### config.mk
export PLATFORM = sky130hd
export DESIGN_NAME = fpr_ctrl
export DESIGN_NICKNAME = d
export VERILOG_FILES = /design/src/hw/rtl/fpr_pkg.sv /design/src/hw/rtl/fpr_ctrl.sv
export SDC_FILE = /design/constraint.sdc
export NUM_CORES = 1
export LEC_CHECK = 0
export BUFFER_PORTS_ARGS = -buffer_cell sky130_fd_sc_hd__buf_2
export CORE_AREA = 2 2 39 41
export CTS_CLUSTER_SIZE = 24
export DETAILED_ROUTE_END_ITERATION = 8
export DIE_AREA = 0 0 41 43
export HOLD_SLACK_MARGIN = 0.03
export SETUP_SLACK_MARGIN = 0.05
export SLEW_MARGIN = 20
export SYNTH_ARGS = -nofsm -noshare
export SYNTH_HDL_FRONTEND = slang
export SYNTH_SLANG_ARGS = --single-unit
### constraint.sdc
create_clock -name clock -period 1 [get_ports clock]
set_clock_uncertainty 0.05 [all_clocks]
set_input_delay 0.15 -clock clock [delete_from_list [all_inputs] [get_ports clock]]
set_output_delay 0.15 -clock clock [all_outputs]
set_load 0.01 [all_outputs]
### src/hw/rtl/fpr_pkg.sv
// fpr_pkg: shared types and constants for the fifo page replacement block
// no dependencies; imported by the controller, datapath and top level
package fpr_pkg;

   localparam int CFG_W        = 4;   // frames_in_use register width
   localparam int CFG_RESET    = 8;   // frames_in_use after reset
   localparam int FRAME_OUT_W  = 3;   // width of the frame_written field
   localparam int COUNT_W      = 32;  // fault counter width

   typedef enum logic [1:0] {
      ST_IDLE,
      ST_EXEC,
      ST_SEND
   } fpr_state_type;

   // controller to datapath commands
   typedef struct packed {
      logic capture;   // latch the incoming page number
      logic execute;   // look up, replace and load the response register
      logic flush;     // take new frame count, invalidate all frames
   } fpr_cmd_type;

endpackage

### src/hw/rtl/fpr_ctrl.sv
// fpr_ctrl: sequencing state machine for the fifo page replacement block
// depends on fpr_pkg (state and command types)
module fpr_ctrl
   import fpr_pkg::*;
(
   input  logic        clock,
   input  logic        reset,
   input  logic        req_valid,
   output logic        req_ready,
   output logic        rsp_valid,
   input  logic        rsp_ready,
   input  logic        csr_valid,
   output logic        csr_ready,
   output fpr_cmd_type cmd
);

   fpr_state_type state_ff, state_in;

   always_ff @(posedge clock) begin
      if (reset) begin
         state_ff <= ST_IDLE;
      end else begin
         state_ff <= state_in;
      end
   end

   always_comb begin
      state_in = state_ff;
      case (state_ff)
         ST_IDLE: begin
            if (req_valid && !csr_valid) state_in = ST_EXEC;
         end
         ST_EXEC: begin
            state_in = ST_SEND;
         end
         ST_SEND: begin
            if (rsp_ready) state_in = ST_IDLE;
         end
         default: begin
            state_in = ST_IDLE;
         end
      endcase
   end

   always_comb begin
      req_ready   = 1'b0;
      rsp_valid   = 1'b0;
      csr_ready   = 1'b0;
      cmd         = '0;
      case (state_ff)
         ST_IDLE: begin
            // csr write wins over a request in the same cycle
            csr_ready   = 1'b1;
            cmd.flush   = csr_valid;
            req_ready   = !csr_valid;
            cmd.capture = req_valid && !csr_valid;
         end
         ST_EXEC: begin
            cmd.execute = 1'b1;
         end
         ST_SEND: begin
            rsp_valid = 1'b1;
         end
         default: begin
            req_ready = 1'b0;
         end
      endcase
   end

endmodule

* After elaboration in Yosys (flattened, before gate mapping)
Cells that the tools add are included.
Operators by class: mux-type cells 9, equality and inequality tests 4, reductions and logical operators 4
Operator list (count):
- 1-bit two-way mux | 6
- 2-bit one-hot mux with 3 select lines | 1
- 2-bit two-way mux | 2
- 2-bit inequality test (second input constant) | 2
- 2-bit by 1-bit == test with 1-bit output (second input constant) | 1
- 2-bit == test (second input constant) | 1
- 2-bit logical NOT | 1
- 2-bit AND reduction | 1
- 1-bit logical AND | 1
- 1-bit logical NOT | 1
Storage, ports and cells: input bits 5, word-level logic and storage cells 18, flip-flop bits (word level) 2, output and inout port bits 6

* Longest topological paths before layout
Gate-level depths: netlist of the first run.
word-level depth 4, mapped depth 2, gate-level depth less buffers 2

* Worst setup path after synthesis of the first run
No wires, ideal clock.
kind flip-flop to flip-flop, from register state_ff[0], to register state_ff[0], data arrival time 0.879 ns, setup time 0.060 ns, slack 0.011 ns, period minus slack after synthesis 0.989 ns, required time 0.890 ns, stages on the path, launching flop included 3, buffers on the path 0, path through dfxtp_1 > nor4b_2 > and2_1
On the way: cells in the longest elaborated chain, start to end 3, elaborated cells between the ends (all ways) 7, those cells by class eq/ne (4); mux (1); reduce/logical (2)
RTL lines:
- from (decl) | line fpr_ctrl.sv:17 | fpr_state_type state_ff, state_in;
- from (signal assigned) | line fpr_ctrl.sv:23 | state_ff <= state_in;
- 2-bit == test / 2-bit logical NOT (equally long branches) | line fpr_ctrl.sv:29 | case (state_ff)
- 2-bit inequality test (no source line)
- 2-bit AND reduction (no source line)
Parallel ways exist; a longest one is shown, timed or not. A chain may end at the register's enable or synchronous reset.

==> impl_metrics.prom, run 1 <==
# TYPE chip_impl_metric gauge
chip_impl_info{name="status",value="complete, but fails checks"} 1
chip_impl_info{name="violations_in_the_final_reports",value="setup timing"} 1
chip_impl_metric{name="grtUsageTotal",unit="%"} 3.904
chip_impl_metric{name="cts-htree-levels",unit=""} 1
chip_impl_metric{name="worst-endpoint-required",unit="ps"} 800
chip_impl_metric{name="vias_per_cell",unit=""} 3.357
chip_impl_metric{name="initial_utilization",unit="%"} 7.866
chip_impl_metric{name="power_density",unit="mW/mm2"} 1376
chip_impl_metric{name="ios",unit=""} 11
chip_impl_metric{name="depth_of_the_worst_register_to_register_path",unit=""} 2
chip_impl_metric{name="num-fill-cells",unit=""} 165
chip_impl_metric{name="grt_antenna_before_repair",unit=""} 0
chip_impl_metric{name="async_flop_share",unit="%"} 0
chip_impl_info{name="worstSetupPathType",value="reg2out"} 1
chip_impl_metric{name="area.growth.synth_to_final",unit="%"} 111.5
chip_impl_info{name="ctsRootBufferMaster",value="sky130_fd_sc_hd__clkbuf_4"} 1
chip_impl_metric{name="maxClockFrequency",unit="GHz"} 0.8491
chip_impl_metric{name="total_negative_slack_for_setup_checks",unit="ps"} -731.7
chip_impl_metric{name="ir_drop",unit="mV"} 0.1537
chip_impl_metric{name="sequentialPowerShare",unit="%"} 27.7
chip_impl_metric{name="die_area",unit="mm2"} 0.001763
chip_impl_metric{name="synth_top_area_share",unit="%"} 36.78
chip_impl_metric{name="clk-insertion-delay-late",unit="ps"} 220
chip_impl_metric{name="data_arrival_time_at_the_worst_slack_endpoint",unit="ps"} 980
chip_impl_metric{name="num_vias",unit=""} 141
chip_impl_info{name="sort_of_element_at_the_start_of_the_critical_path",value="flip-flop"} 1
chip_impl_metric{name="design_area",unit="um2"} 230.2
chip_impl_metric{name="min_period",unit="ps"} 1178
chip_impl_info{name="min-delay-path-class",value="in2reg"} 1
chip_impl_metric{name="cap_violations",unit=""} 0
chip_impl_metric{name="timing.final.hold_violations",unit=""} 0
chip_impl_metric{name="cell_count_of_the_worst_hold_path",unit=""} 3
chip_impl_metric{name="swShare",unit="%"} 21.72
chip_impl_metric{name="ys.warnings.count",unit=""} 0
chip_impl_metric{name="die-height",unit="um"} 43
chip_impl_metric{name="gate_count_after_technology_mapping",unit=""} 12
chip_impl_metric{name="grt_start_max_net_pins",unit=""} 6
chip_impl_metric{name="rd_place_congestion",unit=""} 0.4877
chip_impl_metric{name="cts.clk_slew.worst_paths",unit="ps"} 30
chip_impl_metric{name="layout_setup_ws",unit="ps"} -177.7
chip_impl_metric{name="clock-sinks",unit=""} 2
chip_impl_metric{name="post-place-cells",unit=""} 38
chip_impl_metric{name="cts-buffers-inserted",unit=""} 3
chip_impl_info{name="grt_setup_unrepaired",value="yes"} 1
chip_impl_metric{name="path_max_fanout",unit=""} 5
chip_impl_metric{name="hold-worst-slack",unit="ps"} 169.6
chip_impl_metric{name="fin_total_pwr",unit="mW"} 0.3167
chip_impl_metric{name="finalNonFillerCells",unit=""} 42
chip_impl_metric{name="detail_route.wirelength",unit="um"} 288
chip_impl_metric{name="synth_seq_area_share",unit="%"} 36.78
chip_impl_metric{name="cts.hold.buffers_added",unit=""} 0
chip_impl_metric{name="power.switching",unit="mW"} 0.06880
chip_impl_metric{name="finalSetupViolCount",unit=""} 6
chip_impl_info{name="max_flop_register",value="state_ff"} 1
chip_impl_metric{name="clock_power_share",unit="%"} 53.8
chip_impl_info{name="tritoncts",value="done"} 1
chip_impl_info{name="post_synth_main_area_contributors",value="sky130_fd_sc_hd__dfxtp_1, sky130_fd_sc_hd__nor4b_2, sky130_fd_sc_hd__and2_1"} 1
chip_impl_metric{name="nNetsFinal",unit=""} 33
chip_impl_info{name="synth_top_flop_cell",value="sky130_fd_sc_hd__dfxtp_1"} 1
chip_impl_info{name="most_used_standard_cells_in_the_synthesized_netlist",value="sky130_fd_sc_hd__and2_1, sky130_fd_sc_hd__dfxtp_1, sky130_fd_sc_hd__nor2_1"} 1
chip_impl_metric{name="syn-num-nets",unit=""} 17
chip_impl_metric{name="synthesis.area_per_instance",unit="um2"} 9.071
chip_impl_metric{name="dp_slack",unit="ps"} -2.067
chip_impl_metric{name="slew-limit-headroom",unit="%"} 86.65
chip_impl_metric{name="synth_edf_count",unit=""} 0
chip_impl_metric{name="synth.distinct_cells",unit=""} 9
chip_impl_metric{name="min_period_over_period",unit="%"} 117.8
chip_impl_metric{name="utilization",unit="%"} 16.64
chip_impl_metric{name="cellLeakagePower",unit="nW"} 0.1180
chip_impl_metric{name="first_pass_grt_wire_length",unit="um"} 407
chip_impl_metric{name="ctsLongestPathBuffers",unit=""} 2
chip_impl_info{name="worst_setup_path_end_kind",value="primary output"} 1
chip_impl_metric{name="buffer_ports.inserted",unit=""} 10
chip_impl_metric{name="antenna-diode-count",unit=""} 0
chip_impl_metric{name="dpl_cell_area",unit="um2"} 182.7
chip_impl_metric{name="drcViolationCount",unit=""} 0
chip_impl_metric{name="postSynthRegisterBits",unit=""} 2
chip_impl_metric{name="dr.pass1.iters",unit=""} 1
chip_impl_metric{name="grt-ovfl-total",unit=""} 0
chip_impl_metric{name="power_report.internal_total",unit="mW"} 0.2479
chip_impl_metric{name="num_rows",unit=""} 14
chip_impl_metric{name="number_of_flip_flops_in_the_largest_register",unit=""} 2
chip_impl_metric{name="max_slew.worst_pin.slew",unit="ps"} 199.5
chip_impl_metric{name="route.detailed.wl_per_inst",unit="um"} 6.857
chip_impl_metric{name="pwr-share-comb",unit="%"} 18.4
chip_impl_metric{name="drt-initial-drc-count",unit=""} 0
chip_impl_metric{name="die_w",unit="um"} 41
chip_impl_metric{name="syn_area",unit="um2"} 108.9
chip_impl_info{name="largest_registers",value="state_ff (2)"} 1
chip_impl_info{name="synth_top_cell_by_area",value="sky130_fd_sc_hd__dfxtp_1"} 1
chip_impl_metric{name="first_global_vias",unit=""} 136
chip_impl_metric{name="maxSlewViolCount",unit=""} 0
chip_impl_metric{name="fp.coreArea",unit="mm2"} 0.001384
chip_impl_metric{name="route.antenna.remaining_nets",unit=""} 0
chip_impl_metric{name="final_layout_size_suffix_gt1_share",unit="%"} 73.08
[placed cells by master, fill, tap and decap left out]
master,count
sky130_fd_sc_hd__buf_2,9
sky130_fd_sc_hd__clkbuf_4,3
sky130_fd_sc_hd__nor2_1,2
sky130_fd_sc_hd__and2b_2,2
sky130_fd_sc_hd__and2_1,2
sky130_fd_sc_hd__nor4b_4,1
sky130_fd_sc_hd__nor3_1,1
sky130_fd_sc_hd__inv_1,1
sky130_fd_sc_hd__a22o_1,1
sky130_fd_sc_hd__buf_6,1
sky130_fd_sc_hd__buf_4,1
sky130_fd_sc_hd__dfxtp_4,1
sky130_fd_sc_hd__dfxtp_2,1
[what timing repair did]
action	4_1_cts	5_1_grt
pin swaps	1	0
gates resized for setup	3	0
setup endpoints to repair	6	8
setup buffers	1	0
[area by class of cell]
class | count | area [um2] | area share [%]
clock buffers | 3 | 22.52 | 9.783
multi-input cells | 9 | 75.07 | 32.61
well taps | 16 | 20.02 | 8.696
inverters | 1 | 3.754 | 1.630
repair buffers | 11 | 63.81 | 27.72
flip-flops and latches | 2 | 45.04 | 19.57
[per-layer routing]
layer / part of all wire (%) / vias up / track usage (%)
met5: 0 / - / 0
met4: 0 / 0 / 8.000
met3: 8.7 / 0 / 0
met2: 59 / 6 / 5.938
met1: 32 / 65 / 2.548
li1: - / 70 / -
[power groups by stage]
stage	clock, mW	combinational (mW)	sequential (mW)
CTS	0.180	0.0589	0.0882
global placement	0	0.0499	0.0891
finish	0.171	0.0584	0.0878
floorplan	0	0.0258	0.0887
global route	0.183	0.0661	0.0886
detailed placement	0	0.0496	0.0897
[path summary, 6_finish.rpt]
| path | end | from | slack, ps |
|---|---|---|---|
| setup / recovery | cmd[2] | state_ff[1]$_SDFFE_PP0P_ | -180 |
| hold / removal | state_ff[0]$_SDFFE_PP0P_ | reset | 170 |
| setup reg to reg | state_ff[1]$_SDFFE_PP0P_ | state_ff[1]$_SDFFE_PP0P_ | 50 |
| hold reg to reg | state_ff[1]$_SDFFE_PP0P_ | state_ff[0]$_SDFFE_PP0P_ | 610 |
[kinds of logic (layout without fill, tap and decap cells)]
group                  after synthesis  in the layout  share of synthesized area, %
and+or+nand+nor                      8              8                         51.72
buffers and inverters                1             15                         3.445
DFF                                  2              2                         36.78
AOI/OAI and AO/OA                    1              1                         8.047
[critical path: stages, from the launching register on]
cell and delay (ps):
sky130_fd_sc_hd__dfxtp_2 330, sky130_fd_sc_hd__nor4b_4 260, sky130_fd_sc_hd__buf_2 170
Power figures use the tool's default switching activity.
==> run 2: changes to the inputs <==
Settings changed: ABC_AREA from default to 1.
==> run 2 against run 1 <==
The flow still finishes with violations (setup timing). Clock power up 9%. Die area unchanged. Register-to-register slack better by 130 ps. Sequential cell count unchanged. Largest power group unchanged. Highest routed layer is now met4. Critical path depth up 2. Hold slack worse by 110 ps. Non-clock buffer count up 1. Synthesized cell count up 50%. Setup slack better by 84 ps. First-iteration DRC count unchanged.
==> impl_metrics.prom, run 2 <==
# TYPE chip_impl_metric gauge
chip_impl_metric{name="grtUsageTotal",unit="%"} 5.706
chip_impl_info{name="most_used_standard_cells_in_the_synthesized_netlist",value="sky130_fd_sc_hd__nor2_1, sky130_fd_sc_hd__inv_2, sky130_fd_sc_hd__dfxtp_1, sky130_fd_sc_hd__inv_1, sky130_fd_sc_hd__nand2_1"} 1
chip_impl_metric{name="critPathMaxStageDelay",unit="ps"} 320
chip_impl_metric{name="detail_route.wirelength",unit="um"} 369
chip_impl_metric{name="async_flop_share",unit="%"} 0
chip_impl_metric{name="path_max_fanout",unit=""} 5
chip_impl_metric{name="num_vias",unit=""} 164
chip_impl_info{name="max_flop_register",value="state_ff"} 1
chip_impl_info{name="min-delay-path-class",value="in2reg"} 1
chip_impl_metric{name="first_global_vias",unit=""} 153
chip_impl_metric{name="first_pass_grt_wire_length",unit="um"} 510
chip_impl_info{name="top_family_by_delay_on_critical_path",value="flip-flops"} 1
chip_impl_metric{name="clock_power_share",unit="%"} 54.3
chip_impl_metric{name="area.growth.synth_to_final",unit="%"} 107.6
chip_impl_info{name="sort_of_element_at_the_start_of_the_critical_path",value="flip-flop"} 1
chip_impl_metric{name="pwr-share-comb",unit="%"} 20.3
chip_impl_info{name="largest_registers",value="state_ff (2)"} 1
chip_impl_info{name="post_synth_main_area_contributors",value="sky130_fd_sc_hd__dfxtp_1, sky130_fd_sc_hd__nor2_1, sky130_fd_sc_hd__inv_2"} 1
chip_impl_metric{name="gate_count_after_technology_mapping",unit=""} 18
chip_impl_metric{name="worst-endpoint-required",unit="ps"} 800
chip_impl_metric{name="maxClockFrequency",unit="GHz"} 0.9146
chip_impl_metric{name="grt_start_max_net_pins",unit=""} 6
chip_impl_metric{name="rd_place_congestion",unit=""} 0.4379
chip_impl_metric{name="postSynthRegisterBits",unit=""} 2
chip_impl_metric{name="route.antenna.remaining_nets",unit=""} 0
chip_impl_metric{name="synthesis.area_per_instance",unit="um2"} 6.395
chip_impl_info{name="violations_in_the_final_reports",value="setup timing"} 1
chip_impl_metric{name="ff_latch_area",unit="um2"} 42.54
chip_impl_metric{name="post-place-cells",unit=""} 44
chip_impl_metric{name="clock-sinks",unit=""} 2
chip_impl_metric{name="layout_setup_ws",unit="ps"} -93.37
chip_impl_metric{name="die_area",unit="mm2"} 0.001763
chip_impl_metric{name="ys.warnings.count",unit=""} 0
chip_impl_metric{name="antenna-diode-count",unit=""} 0
chip_impl_info{name="worst_setup_path_end_kind",value="primary output"} 1
chip_impl_info{name="yosys.cell_count.top_type",value="sky130_fd_sc_hd__nor2_1"} 1
chip_impl_info{name="timing.rr.start",value="state_ff[0]$_SDFFE_PP0P_"} 1
chip_impl_metric{name="ctsLongestPathBuffers",unit=""} 2
chip_impl_metric{name="cts-buffers-inserted",unit=""} 3
chip_impl_metric{name="cts-htree-levels",unit=""} 1
chip_impl_metric{name="vias_per_cell",unit=""} 3.347
chip_impl_info{name="tritoncts",value="done"} 1
chip_impl_metric{name="die-height",unit="um"} 43
chip_impl_metric{name="power_report.internal_total",unit="mW"} 0.2509
chip_impl_metric{name="finalSetupViolCount",unit=""} 6
chip_impl_metric{name="hold-worst-slack",unit="ps"} 62.04
chip_impl_metric{name="ios",unit=""} 11
chip_impl_metric{name="grt_antenna_before_repair",unit=""} 0
chip_impl_metric{name="power.switching",unit="mW"} 0.09079
chip_impl_metric{name="die_w",unit="um"} 41
chip_impl_metric{name="swShare",unit="%"} 26.57
chip_impl_metric{name="sequentialPowerShare",unit="%"} 25.4
chip_impl_metric{name="number_of_flip_flops_in_the_largest_register",unit=""} 2
chip_impl_metric{name="synth_edf_count",unit=""} 0
chip_impl_metric{name="max_slew.worst_pin.slew",unit="ps"} 110.0
chip_impl_metric{name="synth_seq_area_share",unit="%"} 34.78
chip_impl_metric{name="dr.pass1.iters",unit=""} 1
chip_impl_info{name="synth_top_cell_by_area",value="sky130_fd_sc_hd__dfxtp_1"} 1
chip_impl_metric{name="cellLeakagePower",unit="nW"} 0.1294
chip_impl_metric{name="min_period_over_period",unit="%"} 109.3
chip_impl_metric{name="synth.distinct_cells",unit=""} 10
chip_impl_info{name="worstSetupPathType",value="reg2out"} 1
chip_impl_metric{name="fin_total_pwr",unit="mW"} 0.3417
chip_impl_metric{name="grt-ovfl-total",unit=""} 0
chip_impl_metric{name="num-fill-cells",unit=""} 161
chip_impl_metric{name="finalNonFillerCells",unit=""} 49
chip_impl_info{name="hold_path_startpoint",value="reset"} 1
chip_impl_metric{name="cp_num_buf_inv",unit=""} 2
chip_impl_info{name="cp_cell_sequence",value="inv_2 -> nand2_4 -> nor2_1 -> buf_2"} 1
chip_impl_metric{name="timing.final.hold_violations",unit=""} 0
chip_impl_metric{name="ir_drop",unit="mV"} 0.1943
chip_impl_metric{name="synth_top_area_share",unit="%"} 34.78
chip_impl_info{name="timing.critical_path.slowest_stage_cell",value="sky130_fd_sc_hd__dfxtp_2"} 1
chip_impl_metric{name="route.detailed.wl_per_inst",unit="um"} 7.531
chip_impl_metric{name="initial_utilization",unit="%"} 8.318
chip_impl_metric{name="cts.hold.buffers_added",unit=""} 0
chip_impl_info{name="cp-startpoint",value="state_ff[0]$_SDFFE_PP0P_"} 1
chip_impl_metric{name="drt-initial-drc-count",unit=""} 0
chip_impl_metric{name="data_arrival_time_at_the_worst_slack_endpoint",unit="ps"} 890
chip_impl_metric{name="final_layout_size_suffix_gt1_share",unit="%"} 72.73
chip_impl_metric{name="multi_input_comb_area",unit="um2"} 60.06
chip_impl_info{name="mostFrequentLayoutCell",value="sky130_fd_sc_hd__buf_2"} 1
chip_impl_metric{name="nNetsFinal",unit=""} 40
chip_impl_metric{name="total_negative_slack_for_setup_checks",unit="ps"} -402.3
chip_impl_metric{name="dp_slack",unit="ps"} 117.0
chip_impl_metric{name="cts.clk_slew.worst_paths",unit="ps"} 30
chip_impl_info{name="layout.cells.most_common_list",value="sky130_fd_sc_hd__buf_2, sky130_fd_sc_hd__inv_2, sky130_fd_sc_hd__nor2_1, sky130_fd_sc_hd__clkbuf_4"} 1
chip_impl_metric{name="drcViolationCount",unit=""} 0
chip_impl_info{name="ctsRootBufferMaster",value="sky130_fd_sc_hd__clkbuf_4"} 1
chip_impl_metric{name="syn_area",unit="um2"} 115.1
chip_impl_metric{name="cap_violations",unit=""} 0
chip_impl_info{name="synth_top_flop_cell",value="sky130_fd_sc_hd__dfxtp_1"} 1
chip_impl_metric{name="min_period",unit="ps"} 1093
chip_impl_metric{name="num_rows",unit=""} 14
chip_impl_metric{name="syn-num-nets",unit=""} 23
chip_impl_metric{name="buffer_ports.inserted",unit=""} 10
chip_impl_info{name="grt_setup_unrepaired",value="yes"} 1
chip_impl_metric{name="fp.coreArea",unit="mm2"} 0.001384
chip_impl_info{name="status",value="complete, but fails checks"} 1
chip_impl_metric{name="clk-insertion-delay-late",unit="ps"} 230
chip_impl_metric{name="maxSlewViolCount",unit=""} 0
chip_impl_metric{name="slew-limit-headroom",unit="%"} 92.63
chip_impl_metric{name="power_density",unit="mW/mm2"} 1430
==> run 2: cell count changes in the layout (fill, tap and decap cells not counted), sizes merged, moves of 2 or more <==
cell,delta
inv,+4
nand2,+3
and2,-2
and2b,-2
nor2,+2
==> run 2: worst paths after layout <==
| kind | end | slack, ps | cells after the start |
|---|---|---|---|
| setup / recovery | cmd[0] | -90 | 4 |
| hold / removal | state_ff[1]$_SDFFE_PP0P_ | 60 | 2 |
| setup reg to reg | state_ff[1]$_SDFFE_PP0P_ | 180 | 4 |
| hold reg to reg | state_ff[1]$_SDFFE_PP0P_ | 450 | 2 |
==> run 2: cell families after synthesis <==
family                 Yosys count  share of synthesized area, %
AO/OA/AOI/OAI                    1                         7.610
buffers and inverters            6                         19.56
flip-flops                       2                         34.78
AND/OR/NAND/NOR                  9                         38.04
==> run 2: area by class of cell <==
type                       count  share of cell area (%)
clock buffer                   3                   9.424
sequential                     2                   17.80
timing repair buffer          12                   29.84
tap                           16                   8.377
inverter                       6                   9.424
multi-input combinational     10                   25.13
==> run 2: power groups by stage <==
stage	sequential, mW	clock (mW)	combinational [mW]
2_1_floorplan	0.0868	0	0.0300
3_3_place_gp	0.0870	0	0.0543
3_5_place_dp	0.0871	0	0.0551
4_1_cts	0.0867	0.196	0.0679
5_1_grt	0.0870	0.197	0.0760
6_report	0.0869	0.186	0.0692
==> run 2: worst register-to-register path, stage by stage, from the launching register on <==
cell and delay, ps:
sky130_fd_sc_hd__dfxtp_2 320, sky130_fd_sc_hd__inv_2 70, sky130_fd_sc_hd__buf_4 100, sky130_fd_sc_hd__nand3_1 70
sky130_fd_sc_hd__a21oi_2 130
==> run 2: layer usage <==
| metal | vias to the layer above | part of all wire [%] | global-route usage [%] |
|---|---|---|---|
| met2 | 7 | 51 | 7.813 |
| met3 | 4 | 10 | 4.712 |
| met1 | 71 | 32 | 2.548 |
| li1 | 82 | - | - |
| met5 | - | 0 | 0 |
| met4 | 0 | 6.2 | 10.00 |
==> run 2: through the flow <==
step / util (%) / area [um2]
floorplan: - / 115.1
global placement: 13.38 / 185.2
detailed placement: 13.38 / 185.2
CTS: 17.09 / 236.5
global route: 17.27 / 239.0
finish: 17.27 / 239.0
==> run 2: repair_timing <==
action                     in CTS  in global routing
pin swaps                       2                  1
gates resized for setup         4                  1
setup buffers                   2                  0
setup endpoints to repair       6                  6
