$ cat config.mk
export PLATFORM = sky130hd
export DESIGN_NAME = fpr_datapath
export DESIGN_NICKNAME = d
export VERILOG_FILES = /design/src/hw/rtl/fpr_pkg.sv /design/src/hw/rtl/fpr_datapath.sv
export SDC_FILE = /design/constraint.sdc
export NUM_CORES = 1
export LEC_CHECK = 0
export ABC_AREA = 1
export BUFFER_PORTS_ARGS = -buffer_cell sky130_fd_sc_hd__buf_2
export CORE_UTILIZATION = 25
export DETAILED_ROUTE_END_ITERATION = 10
export HOLD_SLACK_MARGIN = 0.12
export PLACE_DENSITY = 0.4
export SKIP_CTS_REPAIR_TIMING = 1
export SLEW_MARGIN = 20
export SYNTH_ARGS = -nofsm -noshare
export SYNTH_HDL_FRONTEND = slang
export SYNTH_SLANG_ARGS = --single-unit
$ cat constraint.sdc
create_clock -name clock -period 2.9 [get_ports clock]
set_input_delay 0.58 -clock clock [delete_from_list [all_inputs] [get_ports clock]]
set_output_delay 0.58 -clock clock [all_outputs]
set_load 0.1 [all_outputs]
$ cat src/hw/rtl/fpr_pkg.sv
// fpr_pkg: shared types and constants for the fifo page replacement block
// no dependencies; imported by the controller, datapath and top level
package fpr_pkg;

   localparam int CFG_W        = 4;   // frames_in_use register width
   localparam int CFG_RESET    = 8;   // frames_in_use after reset
   localparam int FRAME_OUT_W  = 3;   // width of the frame_written field
   localparam int COUNT_W      = 32;  // fault counter width

   typedef enum logic [1:0] {
      ST_IDLE,
      ST_EXEC,
      ST_SEND
   } fpr_state_type;

   // controller to datapath commands
   typedef struct packed {
      logic capture;   // latch the incoming page number
      logic execute;   // look up, replace and load the response register
      logic flush;     // take new frame count, invalidate all frames
   } fpr_cmd_type;

endpackage

$ cat src/hw/rtl/fpr_datapath.sv
// fpr_datapath: frame store, parallel page compare, fill pointer, fault counter
// and response register; depends on fpr_pkg, driven by fpr_ctrl commands
module fpr_datapath
   import fpr_pkg::*;
#(
   parameter int FRAMES    = 8,
   parameter int PAGE_BITS = 16
) (
   input  logic                   clock,
   input  logic                   reset,
   input  fpr_cmd_type            cmd,
   input  logic [PAGE_BITS-1:0]   page_number,
   input  logic [CFG_W-1:0]       csr_data,
   output logic                   hit,
   output logic [FRAME_OUT_W-1:0] frame_written,
   output logic                   evicted_valid,
   output logic [PAGE_BITS-1:0]   evicted_page,
   output logic [COUNT_W-1:0]     fault_total
);

   localparam int IDX_W     = (FRAMES > 1) ? $clog2(FRAMES) : 1;
   localparam int ACT_W     = $clog2(FRAMES + 1);
   localparam int ACT_RESET = (FRAMES < CFG_RESET) ? FRAMES : CFG_RESET;

   logic [PAGE_BITS-1:0]   page_ff;
   logic [PAGE_BITS-1:0]   frame_page_ff [FRAMES];
   logic [FRAMES-1:0]      frame_valid_ff, frame_valid_in;
   logic [IDX_W-1:0]       fill_ff, fill_in;
   logic [ACT_W-1:0]       active_ff, active_in;
   logic [COUNT_W-1:0]     fault_ff, fault_in;

   logic                   hit_ff, hit_in;
   logic [FRAME_OUT_W-1:0] frame_written_ff, frame_written_in;
   logic                   evicted_valid_ff, evicted_valid_in;
   logic [PAGE_BITS-1:0]   evicted_page_ff, evicted_page_in;
   logic [COUNT_W-1:0]     fault_total_ff, fault_total_in;

   logic [FRAMES-1:0]      match;
   logic                   any_hit;
   logic [IDX_W-1:0]       slot;
   logic [ACT_W:0]         slot_inc;
   logic [IDX_W+2:0]       slot_ext;
   logic                   write_frame;

   // frame count from the csr: zero acts as one, large values clamp to FRAMES
   always_comb begin
      if (csr_data == '0) begin
         active_in = ACT_W'(1);
      end else if (int'(csr_data) > FRAMES) begin
         active_in = ACT_W'(FRAMES);
      end else begin
         active_in = ACT_W'(csr_data);
      end
   end

   // compare against every frame at once
   always_comb begin
      for (int i = 0; i < FRAMES; i++) begin
         match[i] = frame_valid_ff[i] && (frame_page_ff[i] == page_ff) &&
                    (ACT_W'(i) < active_ff);
      end
      any_hit = |match;
   end

   always_comb begin
      if (ACT_W'(fill_ff) >= active_ff) begin
         slot = '0;
      end else begin
         slot = fill_ff;
      end
      slot_inc = (ACT_W + 1)'(slot) + 1'b1;
      if (slot_inc >= {1'b0, active_ff}) begin
         fill_in = '0;
      end else begin
         fill_in = IDX_W'(slot_inc);
      end
      slot_ext    = (IDX_W + 3)'(slot);
      write_frame = cmd.execute && !any_hit;
   end

   always_comb begin
      frame_valid_in = frame_valid_ff;
      fault_in       = fault_ff;
      if (cmd.flush) begin
         frame_valid_in = '0;
      end else if (write_frame) begin
         frame_valid_in[slot] = 1'b1;
         if (fault_ff != '1) fault_in = fault_ff + 1'b1;
      end
   end

   always_comb begin
      hit_in           = any_hit;
      frame_written_in = '0;
      evicted_valid_in = 1'b0;
      evicted_page_in  = '0;
      fault_total_in   = fault_in;
      if (!any_hit) begin
         frame_written_in = slot_ext[FRAME_OUT_W-1:0];
         evicted_valid_in = frame_valid_ff[slot];
         if (frame_valid_ff[slot]) evicted_page_in = frame_page_ff[slot];
      end
   end

   always_ff @(posedge clock) begin
      if (reset) begin
         frame_valid_ff <= '0;
         fill_ff        <= '0;
         active_ff      <= ACT_W'(ACT_RESET);
         fault_ff       <= '0;
      end else begin
         frame_valid_ff <= frame_valid_in;
         fault_ff       <= fault_in;
         if (cmd.flush) begin
            fill_ff   <= '0;
            active_ff <= active_in;
         end else if (write_frame) begin
            fill_ff <= fill_in;
         end
      end
   end

   // payload registers, no reset
   always_ff @(posedge clock) begin
      if (cmd.capture) page_ff <= page_number;
      if (write_frame) frame_page_ff[slot] <= page_ff;
      if (cmd.execute) begin
         hit_ff           <= hit_in;
         frame_written_ff <= frame_written_in;
         evicted_valid_ff <= evicted_valid_in;
         evicted_page_ff  <= evicted_page_in;
         fault_total_ff   <= fault_total_in;
      end
   end

   assign hit           = hit_ff;
   assign frame_written = frame_written_ff;
   assign evicted_valid = evicted_valid_ff;
   assign evicted_page  = evicted_page_ff;
   assign fault_total   = fault_total_ff;

endmodule

# Word level (Yosys, flattened, before mapping)
# Memory sizes are Yosys's and may differ from the RTL's. A register that Yosys moved wholly into a read port is not among the register bits.
# Index checks and enable logic that the tools add are counted.
dict set report totals {
  mem_bits_rw 128
  reg_bits 100
  memories 1
  inputBits 25
  output_inout_bits 53
}
# name words width rd rd_ports_with_merged_regs wr line_no
set memory_table {}
lappend memory_table {frame_page_ff 8 16 9 1 1 fpr_datapath.sv:26} ;# logic [PAGE_BITS-1:0] frame_page_ff [FRAMES];
dict set report op_classes {
  magnitude_cmp 13
  eq_ne 9
  n_bitwise 2
  muxes 13
  n_reduce_logical 23
  add_sub_neg 2
}
# cell count
set op_table {}
lappend op_table {{$eq A16 B16 Y1} 8}
lappend op_table {{$mux W32} 3}
lappend op_table {{$add A32 B1 Y32 const B} 1}
lappend op_table {{$ne A32 B32 Y1 const B} 1}
lappend op_table {{$logic_and A1 B1 Y1} 18}
lappend op_table {{$lt A3 B4 Y1 const A} 4}
lappend op_table {{$reduce_or A9 Y1} 1}
lappend op_table {{$lt A1 B4 Y1 const A} 2}
lappend op_table {{$lt A2 B4 Y1 const A} 2}
lappend op_table {{$mux W4} 2}
lappend op_table {{$or A8 B8 Y8} 1}
lappend op_table {{$reduce_or A8 Y1} 1}
lappend op_table {{$mux W3} 2}
lappend op_table {{$add A3 B1 Y4 const B} 1}
lappend op_table {{$ge A3 B4 Y1} 1}
lappend op_table {{$ge A4 B4 Y1} 1}
lappend op_table {{$gt A4 B4 Y1 const B} 1}
lappend op_table {{$logic_not A4 Y1} 1}
lappend op_table {{$lt A3 B4 Y1 const B} 1}
lappend op_table {{$mux W1} 4}
lappend op_table {{$bmux W1 S3} 1}
lappend op_table {{$demux W1 S3} 1}
lappend op_table {{$ge A3 B1 Y1 const B} 1}
lappend op_table {{$reduce_or A2 Y1} 1}
lappend op_table {{2 further kinds} 2}

# Logic depth before layout (Yosys ltp)
# Gate-level depths: netlist (run 1).
# An unclocked memory read counts as a cell.
dict set report logic_depth {
  depth_word 9
  mapped_depth 20
}

# Worst setup path after synthesis (run 1)
# OpenSTA, ideal clock, no wires.
dict set report synth_timing {
  path_kind {register to register}
  from {reg active_ff[1]}
  to {reg fill_ff[1]}
  n_path_buf 2
  arrival_time_ns 2.834
  synth_period_minus_slack_ns 2.899
  setup_slack_ns 0.001
  t_required_ns 2.835
  path_stages_with_launch 21
  cell_sequence {dfxtp_1 -> inv_1 -> ha_1 -> inv_1 -> o21bai_1 -> a31oi_4 -> nand3_1 -> inv_2 -> buf_2 -> buf_2 -> ha_1 -> ha_1 -> inv_1 -> a21oi_1 -> o21ai_0 -> nand2_1 -> a21oi_1 -> nand2_1 -> nand2_1 -> o21ai_0 -> nor2_1}
}
dict set report synth_between {
  elab_chain_len 5
}
# element line_no
set synth_rtl {}
lappend synth_rtl {{from (decl)} fpr_datapath.sv:29} ;# logic [ACT_W-1:0] active_ff, active_in;
lappend synth_rtl {{from (signal assigned)} fpr_datapath.sv:109} ;# active_ff <= ACT_W'(ACT_RESET);
lappend synth_rtl {{from (signal assigned)} fpr_datapath.sv:116} ;# active_ff <= active_in;
lappend synth_rtl {{$ge A3 B4 Y1 *} fpr_datapath.sv:66} ;# if (ACT_W'(fill_ff) >= active_ff) begin
lappend synth_rtl {{$mux W3 *} fpr_datapath.sv:66}
lappend synth_rtl {{named net slot[0]} fpr_datapath.sv:40} ;# logic [IDX_W-1:0] slot;
lappend synth_rtl {{$add A3 B1 Y4 *} fpr_datapath.sv:71} ;# slot_inc = (ACT_W + 1)'(slot) + 1'b1;
lappend synth_rtl {{$ge A4 B4 Y1} fpr_datapath.sv:72} ;# if (slot_inc >= {1'b0, active_ff}) begin
lappend synth_rtl {{$mux W3 *} fpr_datapath.sv:72}
lappend synth_rtl {{to (signal assigned)} fpr_datapath.sv:118} ;# fill_ff <= fill_in;
lappend synth_rtl {{to (decl)} fpr_datapath.sv:28} ;# logic [IDX_W-1:0] fill_ff, fill_in;
# Mark *: on every way through the listed nets, which the timed path passes. The rest lies on a longest branch.
# A chain may end at the register's enable or synchronous reset.

# Worst setup path in the final report (run 1)
dict set report layout_timing {
  from {reg active_ff[1]}
  to {reg evicted_page_ff[15], in the netlist evicted_page[15] (read register of frame_page_ff) (data pin)}
}
dict set report layout_between {
  elab_chain_len 6
}
# element line_no
set layout_rtl {}
lappend layout_rtl {{$ge A3 B4 Y1} fpr_datapath.sv:66}
lappend layout_rtl {{$mux W3} fpr_datapath.sv:66}
lappend layout_rtl {{$bmux W1 S3} fpr_datapath.sv:101} ;# if (frame_valid_ff[slot]) evicted_page_in = frame_page_ff[slot];
lappend layout_rtl {{$mux W1 (not written as such)} fpr_datapath.sv:101}
lappend layout_rtl {{$not A1 Y1 (no line)} n/a}
lappend layout_rtl {{$reduce_or A9 Y1 (no line)} n/a}
lappend layout_rtl {{to (decl)} fpr_datapath.sv:35} ;# logic [PAGE_BITS-1:0] evicted_page_ff, evicted_page_in;
# Several ways; a longest one is shown, not always the timed one. The select of a mux whose other input is x is not followed.

==> results of run 1 <==
flip-flops by register name, summed over array words and instances, names as in the netlist:
register	count
hit	1
evicted_valid	1
page_ff	16
fill_ff	3
active_ff	4
fault_total	32
evicted_page	16
fault_ff	32
frame_written	3
frame_valid_ff	8
frame_page_ff	128
critical path, stage by stage, from the launching register on:
cell      delay [ns]
dfxtp_1         0.34
inv_1           0.06
ha_1            0.29
inv_1           0.07
o21bai_2        0.08
a31oi_4         0.24
nand3_2         0.11
buf_4           0.16
nor2_2          0.13
buf_12          0.18
o21ai_0         0.10
o21ai_0         0.49
nor2_1          0.13
nor3_2          0.11
metrics by stage:
| stage | hold slack (ns) | instance area [um2] | TNS [ns] | instances | util, % |
|---|---|---|---|---|---|
| final | 0.175 | 16200 | 0 | 2448 | 31.3 |
| after global routing | 0.155 | 16200 | -0.0169 | 2448 | 31.3 |
| after CTS | 0.142 | 16100 | 0 | 2444 | 31.2 |
| after detailed placement | 0.480 | 15000 | 0 | 2387 | 29.0 |
| after global placement | 0.474 | 15000 | 0 | 2387 | 29.0 |
| after floorplan | 0.451 | 13200 | 0 | 1591 | - |
placed cells by master, fill, tap and decap left out, drive strengths merged, types with 40 or more instances in the layout:
| master | count |
|---|---|
| nand3 | 83 |
| buf | 169 |
| clkbuf | 40 |
| nor3 | 43 |
| edfxtp | 197 |
| dfxtp | 47 |
| o21ai | 55 |
| nor2 | 196 |
| o211ai | 49 |
| nand2 | 496 |
| nand4 | 48 |
| inv | 219 |
worst min path at each step:
stage                       from                end  slack [ns]
2_1_floorplan  frame_valid_ff[4]  frame_valid_ff[4]        0.45
3_3_place_gp        fault_ff[16]       fault_ff[16]        0.47
3_5_place_dp        fault_ff[16]       fault_ff[16]        0.48
4_1_cts           page_number[8]         page_ff[8]        0.14
5_1_grt           page_number[0]         page_ff[0]        0.16
6_report         page_number[14]        page_ff[14]        0.17
layout make-up:
cell class | count | area, um2
Clock buffer | 40 | 882
Clock inverter | 17 | 253
Fill cell | 5515 | 35500
Inverter | 216 | 811
Multi-Input combinational cell | 1082 | 5250
Sequential cell | 244 | 6860
Tap cell | 680 | 851
Timing Repair Buffer | 169 | 1270
routing by layer:
| layer | share of wire (%) | routed length [um] |
|---|---|---|
| met5 | 0 | 0 |
| met4 | 3.6 | 1810 |
| met3 | 3.8 | 1910 |
| met2 | 49 | 24800 |
| met1 | 43 | 21700 |
synthesized netlist by cell type, types with 7 or more instances:
master	n	share of area, %
nand2_1	492	14
inv_1	199	5.7
edfxtp_1	197	45
nor2_1	181	5.2
nand3_1	80	3.0
o21ai_0	50	1.9
o211ai_1	48	2.7
dfxtp_1	47	7.1
nand4_1	44	2.1
nor3_1	33	1.3
a21oi_1	27	1.0
xnor2_1	25	1.7
buf_2	21	0.80
nor4_1	21	1.0
inv_2	17	0.48
clkbuf_1	10	0.28
nor3_2	10	0.76
ha_1	9	0.85
nor2_2	8	0.38
buf_6	7	0.60
nand3b_1	7	0.40
cells by family (layout without fill, tap and decap cells):
kind of cell / count (synthesis) / count (layout) / share of synthesized area (%)
flops: 244 / 244 / 52.1
fa+ha+maj: 9 / 9 / 0.855
buf+inv: 265 / 442 / 8.29
xor+xnor: 28 / 28 / 1.86
compound gates: 137 / 137 / 6.47
simple gates: 908 / 908 / 30.5
report_power, final:
group | internal, uW | total, uW | switching, uW
Combinational | 309 | 1240 | 935
Clock | 2680 | 4280 | 1600
Sequential | 3900 | 3960 | 59.1
==> results.py, run 1 <==
metrics = {
    "clock_network": {
        "cts_htree_levels": 1,
        "numCtsBuffers": 31,
        "clk_latency_ns": 0.58,
        "cts_tree": "done",
        "cts-root-buf": "clkbuf_16",
        "cts_sinks": 244,
        "cts.reportedPaths.clkPinSlew_ns": 0.06,
        "cts.path.max_buffers": 3,
    },
    "synth": {
        "postSynthAreaPerCell_um2": 8.28,
        "synth.cell_area_um2": 13200,
        "synth.distinct_cells": 42,
        "synth_edf_count": 197,
        "synth-seq-cells": 244,
        "ys.flop_type": "edfxtp_1",
        "synth_warnings": 0,
        "synth-async-reset-ratio_pct": 0,
        "yosysSeqAreaShare_pct": 52.1,
        "synthCells": 1591,
        "synth_nets": 1625,
    },
    "run_status": {
        "status": "complete, no violations",
    },
    "min_path": {
        "hold_class": "primary input to register",
        "whs_path_depth": 1,
    },
    "global_routing": {
        "grt.busiest_layer": "met2",
        "grt_use_met2_pct": 33.7,
        "grt_pass1_vias": 11348,
        "grt_pass1_wl_um": 74000,
        "gr-total-overflow": 0,
        "use_met1_pct": 23.5,
        "grt_usage_pct": 18.9,
        "grt_max_degree": 52,
        "grtUsageMet3_pct": 2.02,
        "antenna_found_initial": 0,
    },
    "die": {
        "initial_core_util_pct": 25.5,
        "rows": 83,
        "die_w_um": 232,
        "fp.coreArea_um2": 51700,
        "dieArea_um2": 53600,
        "io_pins": 78,
        "die_h_um": 232,
    },
    "setup_path": {
        "reg2reg_slack_ns": 0.22,
        "critPathLaunch": "active_ff[1]",
        "critPathKind": "register to register",
        "endpoint": "evicted_page[15]",
        "cp.required_ns": 3.33,
        "rr_startpoint": "active_ff[1]",
        "crit_fanout": 19,
        "reg2reg_depth": 13,
        "critPathLaunchType": "register",
        "r2r-end": "evicted_page[15]",
        "cp_data_arrival_time_ns": 3.10,
        "end_kind": "register",
    },
    "power": {
        "p_leak_uw": 0.00703,
        "power_uw": 9480,
        "power_density_nw_per_um2": 586,
        "peakVddDrop_v": 0.000493,
    },
    "sta": {
        "fin_crit_sh_pct": 92.3,
        "hold_violations": 0,
        "skew_ns": 0.0180,
        "setup_viol": 0,
        "slew_headroom_pct": 48.4,
        "slew_violations": 0,
        "finalCriticalPeriod_ns": 2.68,
        "setup_ws_ns": 0.223,
        "timing.fmax_mhz": 374,
        "tightest_slew_ns": 0.766,
        "rsz0062_at_grt": "true",
    },
    "layout": {
        "drive_gt1_share_pct": 16.2,
        "nets": 1778,
        "area_growth_pct": 22.7,
        "diodes": 0,
    },
    "drt": {
        "drtAntennaViolNets": 0,
        "drc": 0,
        "viasPerCell": 4.64,
        "dr.pass1.iters": 5,
        "drt_iter0_markers": 818,
        "routed_wl_um": 50200,
        "wl_per_cell_um": 20.5,
        "dr_total_vias": 11347,
    },
    "placement": {
        "gp_congestion": 0.978,
        "pre_cts_slack_ns": 0.173,
        "portBuffers": 77,
        "hpwl_um": 39500,
    },
    "flow_run": {
        "drv_cap": 0,
    },
}
No activity file was read; power rests on OpenSTA's default activity.
==> run 2: changes to the inputs <==
--- a/config.mk
+++ b/config.mk
@@ -7,6 +7,7 @@
 export LEC_CHECK = 0
 export ABC_AREA = 1
 export BUFFER_PORTS_ARGS = -buffer_cell sky130_fd_sc_hd__buf_2
+export CORE_ASPECT_RATIO = 0.6
 export CORE_UTILIZATION = 25
 export DETAILED_ROUTE_END_ITERATION = 10
 export HOLD_SLACK_MARGIN = 0.12
==> run 2 against run 1 <==
Core utilization increased by 0.69 points. Register-to-register slack worse by 0.096 ns. Clock-buffer cell count increased by 1. Setup slack worse by 0.096 ns. Critical endpoint is now evicted_page[2]. Largest cell class unchanged.
==> results.py, run 2 (same netlist as run 1, synthesis figures left out) <==
metrics = {
    "run_status": {
        "status": "complete, no violations",
    },
    "layout": {
        "diodes": 0,
        "top_register": "frame_page_ff",
        "fillers": 5437,
        "final_common_cell": "nand2_1",
        "regArea_um2": 6860,
        "mostFrequentLayoutCells": "nand2_1, inv_1, edfxtp_1, nor2_1, buf_4",
        "largest_reg_flops": 128,
        "drive_gt1_share_pct": 18.1,
        "nets": 1828,
        "area_growth_pct": 24.9,
        "multi_input_area_um2": 5270,
        "fin_area_um2": 16500,
    },
    "sta": {
        "timing.fmax_mhz": 361,
        "skew_ns": 0.0175,
        "finalCriticalPeriod_ns": 2.77,
        "setup_viol": 0,
        "slew_headroom_pct": 53.0,
        "rsz0062_at_grt": "false",
        "slew_violations": 0,
        "tns_ns": 0,
        "fin_crit_sh_pct": 95.6,
        "tightest_slew_ns": 0.698,
        "hold_violations": 0,
    },
    "setup_path": {
        "reg2reg_depth": 14,
        "critPathKind": "register to register",
        "rr_startpoint": "active_ff[1]",
        "critPathLaunch": "active_ff[1]",
        "reg2reg_slack_ns": 0.13,
        "crit_fanout": 19,
        "end_kind": "register",
        "cp_data_arrival_time_ns": 3.18,
        "r2r-end": "evicted_page[2]",
        "cp.required_ns": 3.31,
        "critPathLaunchType": "register",
    },
    "power": {
        "power_density_nw_per_um2": 532,
        "p_sw_share_pct": 29.4,
        "pwr-share-clk_pct": 38.7,
        "p_switching_uw": 2570,
        "p_leak_uw": 0.00719,
        "combPwrFrac_pct": 16.2,
        "seqPwrFrac_pct": 45.2,
        "peakVddDrop_v": 0.000400,
        "internal-power_uw": 6190,
    },
    "clock_network": {
        "cts_tree": "done",
        "numCtsBuffers": 27,
        "cts_htree_levels": 1,
        "cts_sinks": 244,
        "cts.path.max_buffers": 3,
        "clk_latency_ns": 0.56,
        "cts.reportedPaths.clkPinSlew_ns": 0.07,
        "cts-root-buf": "clkbuf_16",
    },
    "die": {
        "dieArea_um2": 53600,
        "die_w_um": 298,
        "initial_core_util_pct": 25.6,
        "rows": 64,
        "fp.coreArea_um2": 51500,
        "io_pins": 78,
        "die_h_um": 180,
    },
    "placement": {
        "gp_congestion": 0.991,
        "postPlaceCellArea_um2": 15500,
        "portBuffers": 77,
        "hpwl_um": 43800,
    },
    "drt": {
        "viasPerCell": 4.75,
        "dr_total_vias": 11908,
        "routed_wl_um": 55100,
        "drc": 0,
        "dr.pass1.iters": 5,
        "drtAntennaViolNets": 0,
        "drt_iter0_markers": 1466,
        "wl_per_cell_um": 22.0,
    },
    "min_path": {
        "min-delay-start": "page_number[10]",
        "min_to": "page_ff[10]",
        "hold_class": "primary input to register",
        "whs_path_depth": 1,
    },
    "flow_run": {
        "drv_cap": 0,
    },
    "global_routing": {
        "grt_pass1_wl_um": 79300,
        "grt_pass1_vias": 10983,
        "grt_max_degree": 53,
        "antenna_found_initial": 0,
        "gr-total-overflow": 0,
        "grt_usage_pct": 20.4,
    },
}
## run 2: cell types whose count changed in the layout (fill, tap and decap cells not counted), moves of 5 or more
cell and change:
buf_12 +11, clkbuf_16 -6, bufinv_16 -5, clkbuf_1 +6
buf_4 +43
## run 2: area by class of cell
cell class | count | share of cell area (%)
inverter | 216 | 4.93
tap | 693 | 5.27
clock inverter | 8 | 0.403
clock buffer | 41 | 4.67
timing repair buffer | 223 | 11.0
sequential | 244 | 41.7
multi-input combinational | 1082 | 32.1
## run 2: layer usage
layer / wire length (um) / track usage (%)
met3: 5310 / 4.99
met1: 31200 / 36.2
met2: 18000 / 23.0
met5: 0 / 0
met4: 584 / 2.56
## run 2: power groups by stage
stage | registers [uW] | clock network, uW | logic [uW]
after detailed placement | 4030 | 0 | 1370
after CTS | 3960 | 3500 | 1370
after floorplan | 4310 | 0 | 492
final | 3960 | 3390 | 1420
after global routing | 3970 | 3620 | 1490
after global placement | 4040 | 0 | 1380
## run 2: through the flow
| stage | setup WS (ns) | total power (uW) | hold slack, ns | std cells | utilization (%) |
|---|---|---|---|---|---|
| 5_1_grt | 0.00961 | 9080 | 0.173 | 2507 | 32.0 |
| 4_1_cts | 0.0577 | 8830 | 0.168 | 2503 | 31.8 |
| 3_3_place_gp | 0.131 | 5410 | 0.474 | 2454 | 30.2 |
| 3_5_place_dp | 0.0920 | 5400 | 0.483 | 2454 | 30.2 |
| 6_report | 0.126 | 8760 | 0.199 | 2507 | 32.0 |
| 2_1_floorplan | 0.00111 | 4800 | 0.451 | 1591 | - |
## run 2: critical path, stage by stage (launching register included)
cell	delay, ns
dfxtp_1	0.33
inv_1	0.05
ha_1	0.28
inv_1	0.07
o21bai_2	0.08
a31oi_4	0.22
nand3_2	0.12
buf_4	0.18
nor2_2	0.08
buf_4	0.29
o21ai_0	0.14
o21ai_0	0.38
nor2_1	0.11
buf_4	0.18
nor3_2	0.09
## run 2: worst max path at each step
stage / to / slack [ns] / depth (start not counted)
after CTS: fill_ff[1] / 0.06 / 16
after global placement: evicted_page[2] / 0.13 / 12
after global routing: fill_ff[1] / 0.01 / 18
after floorplan: fill_ff[1] / 0.001 / 20
after detailed placement: evicted_page[2] / 0.09 / 12
final: evicted_page[2] / 0.13 / 14
==> run 3: changes to the inputs <==
--- a/config.mk
+++ b/config.mk
@@ -7,7 +7,7 @@
 export LEC_CHECK = 0
 export ABC_AREA = 1
 export BUFFER_PORTS_ARGS = -buffer_cell sky130_fd_sc_hd__buf_2
-export CORE_ASPECT_RATIO = 0.6
+export CORE_ASPECT_RATIO = 0.8
 export CORE_UTILIZATION = 25
 export DETAILED_ROUTE_END_ITERATION = 10
 export HOLD_SLACK_MARGIN = 0.12
==> run 3 against run 2 <==
Global-route usage is 2.0 points lower. Sequential cell count stayed put. Via count fell by 3.7%. Sequential power about the same. Highest routed layer unchanged. Register-to-register slack better by 0.09 ns. Largest cell class unchanged. Clock-buffer cell count fell by 2.
==> results.py, run 3 (same netlist as run 1, synthesis figures left out) <==
metrics = {
    "layout": {
        "fillers": 5434,
        "nets": 1781,
        "largest_reg_flops": 128,
        "diodes": 0,
        "fin_util_pct": 31.4,
        "drive_gt1_share_pct": 16.0,
        "mostFrequentLayoutCells": "nand2_1, inv_1, edfxtp_1, nor2_1, nand3_1",
        "area_growth_pct": 22.9,
        "final_common_cell": "nand2_1",
        "multi_input_area_um2": 5250,
        "regArea_um2": 6860,
        "top_register": "frame_page_ff",
    },
    "power": {
        "p_switching_uw": 2600,
        "pwr-share-clk_pct": 43.7,
        "combPwrFrac_pct": 13.8,
        "power_density_nw_per_um2": 577,
        "seqPwrFrac_pct": 42.4,
        "peakVddDrop_v": 0.000413,
        "p_leak_uw": 0.00702,
        "p_sw_share_pct": 27.9,
        "internal-power_uw": 6730,
    },
    "setup_path": {
        "critPathKind": "register to register",
        "end_kind": "register",
        "cp.required_ns": 3.18,
        "cp_data_arrival_time_ns": 2.96,
        "crit_fanout": 16,
        "critPathLaunchType": "register",
        "reg2reg_slack_ns": 0.22,
    },
    "die": {
        "io_pins": 78,
        "fp.coreArea_um2": 51600,
        "rows": 74,
        "die_w_um": 259,
        "initial_core_util_pct": 25.5,
        "die_h_um": 207,
        "dieArea_um2": 53600,
    },
    "clock_network": {
        "cts-root-buf": "clkbuf_16",
        "cts_sinks": 244,
        "cts_tree": "done",
        "numCtsBuffers": 29,
        "cts.reportedPaths.clkPinSlew_ns": 0.06,
        "cts.path.max_buffers": 3,
        "cts_htree_levels": 1,
        "clk_latency_ns": 0.60,
    },
    "sta": {
        "finalCriticalPeriod_ns": 2.68,
        "timing.fmax_mhz": 373,
        "slew_violations": 0,
        "slew_headroom_pct": 54.9,
        "tightest_slew_ns": 0.671,
        "skew_ns": 0.0214,
        "fin_crit_sh_pct": 92.4,
        "rsz0062_at_grt": "false",
        "setup_ws_ns": 0.220,
        "hold_violations": 0,
        "setup_viol": 0,
        "hold_slack_ns": 0.160,
        "tns_ns": 0,
    },
    "drt": {
        "route.met3.wl_um": 3570,
        "dr.pass1.iters": 5,
        "wl_per_cell_um": 20.2,
        "drt_iter0_markers": 1100,
        "top_layer": "met4",
        "drtAntennaViolNets": 0,
        "routed_wl_um": 49600,
        "drt-met1-wl_um": 26300,
        "dr_total_vias": 11466,
        "route.met2.wl_um": 18800,
        "drc": 0,
        "viasPerCell": 4.67,
    },
    "global_routing": {
        "grt_usage_pct": 18.3,
        "gr-total-overflow": 0,
        "grt_pass1_wl_um": 73000,
        "grt_max_degree": 55,
        "antenna_found_initial": 1,
        "grt_pass1_vias": 10708,
    },
    "placement": {
        "portBuffers": 77,
        "pre_cts_slack_ns": 0.0566,
        "hpwl_um": 38500,
        "gp_congestion": 0.941,
    },
    "min_path": {
        "hold_class": "primary input to register",
    },
    "run_status": {
        "status": "complete, no violations",
    },
    "flow_run": {
        "drv_cap": 0,
    },
}
[run 3: layer usage]
layer / vias up / GRT usage (%)
met5: - / 0
met4: 0 / 3.59
met3: 49 / 3.92
met2: 342 / 24.4
met1: 5501 / 29.5
li1: 5574 / -
[run 3: path summary, 6_finish.rpt]
kind,startpoint,end,depth (start not counted)
min,page_number[9],page_ff[9],1
max,page_ff[13],frame_page_ff[2][6],14
max reg2reg,page_ff[13],frame_page_ff[2][6],14
min reg2reg,fault_ff[26],fault_ff[26],2
[run 3: layout make-up]
cell class,instances,area share [%]
clock buffers,39,5.03
multi-input cells,1082,32.4
clock inverters,15,1.51
inverters,216,5.01
repair buffers,174,8.35
flip-flops and latches,244,42.4
well taps,684,5.29
[run 3: through the flow]
stage,cell area (um2),power [uW],std cells
finish,16200,9340,2454
global route,16200,9650,2454
CTS,16100,9420,2451
detailed placement,15100,5310,2397
global placement,15100,5310,2397
floorplan,13200,4800,1591
[run 3: worst max-delay path, stage by stage (launching register included)]
cell,delay (ns)
edfxtp_1,0.53
buf_4,0.25
nand2_1,0.16
nand2_1,0.11
nor2_1,0.04
nand2_1,0.10
nor2_1,0.07
nand3_2,0.09
nand2_2,0.09
nor2_4,0.17
nand2_8,0.12
nor2_8,0.20
nand3_1,0.12
inv_1,0.11
buf_12,0.18
[run 3: power groups by stage]
| stage | sequential (uW) | combinational [uW] | clock (uW) |
|---|---|---|---|
| finish | 3960 | 1290 | 4080 |
| global route | 3970 | 1380 | 4300 |
| CTS | 3960 | 1270 | 4180 |
| detailed placement | 4040 | 1270 | 0 |
| global placement | 4040 | 1270 | 0 |
| floorplan | 4310 | 492 | 0 |
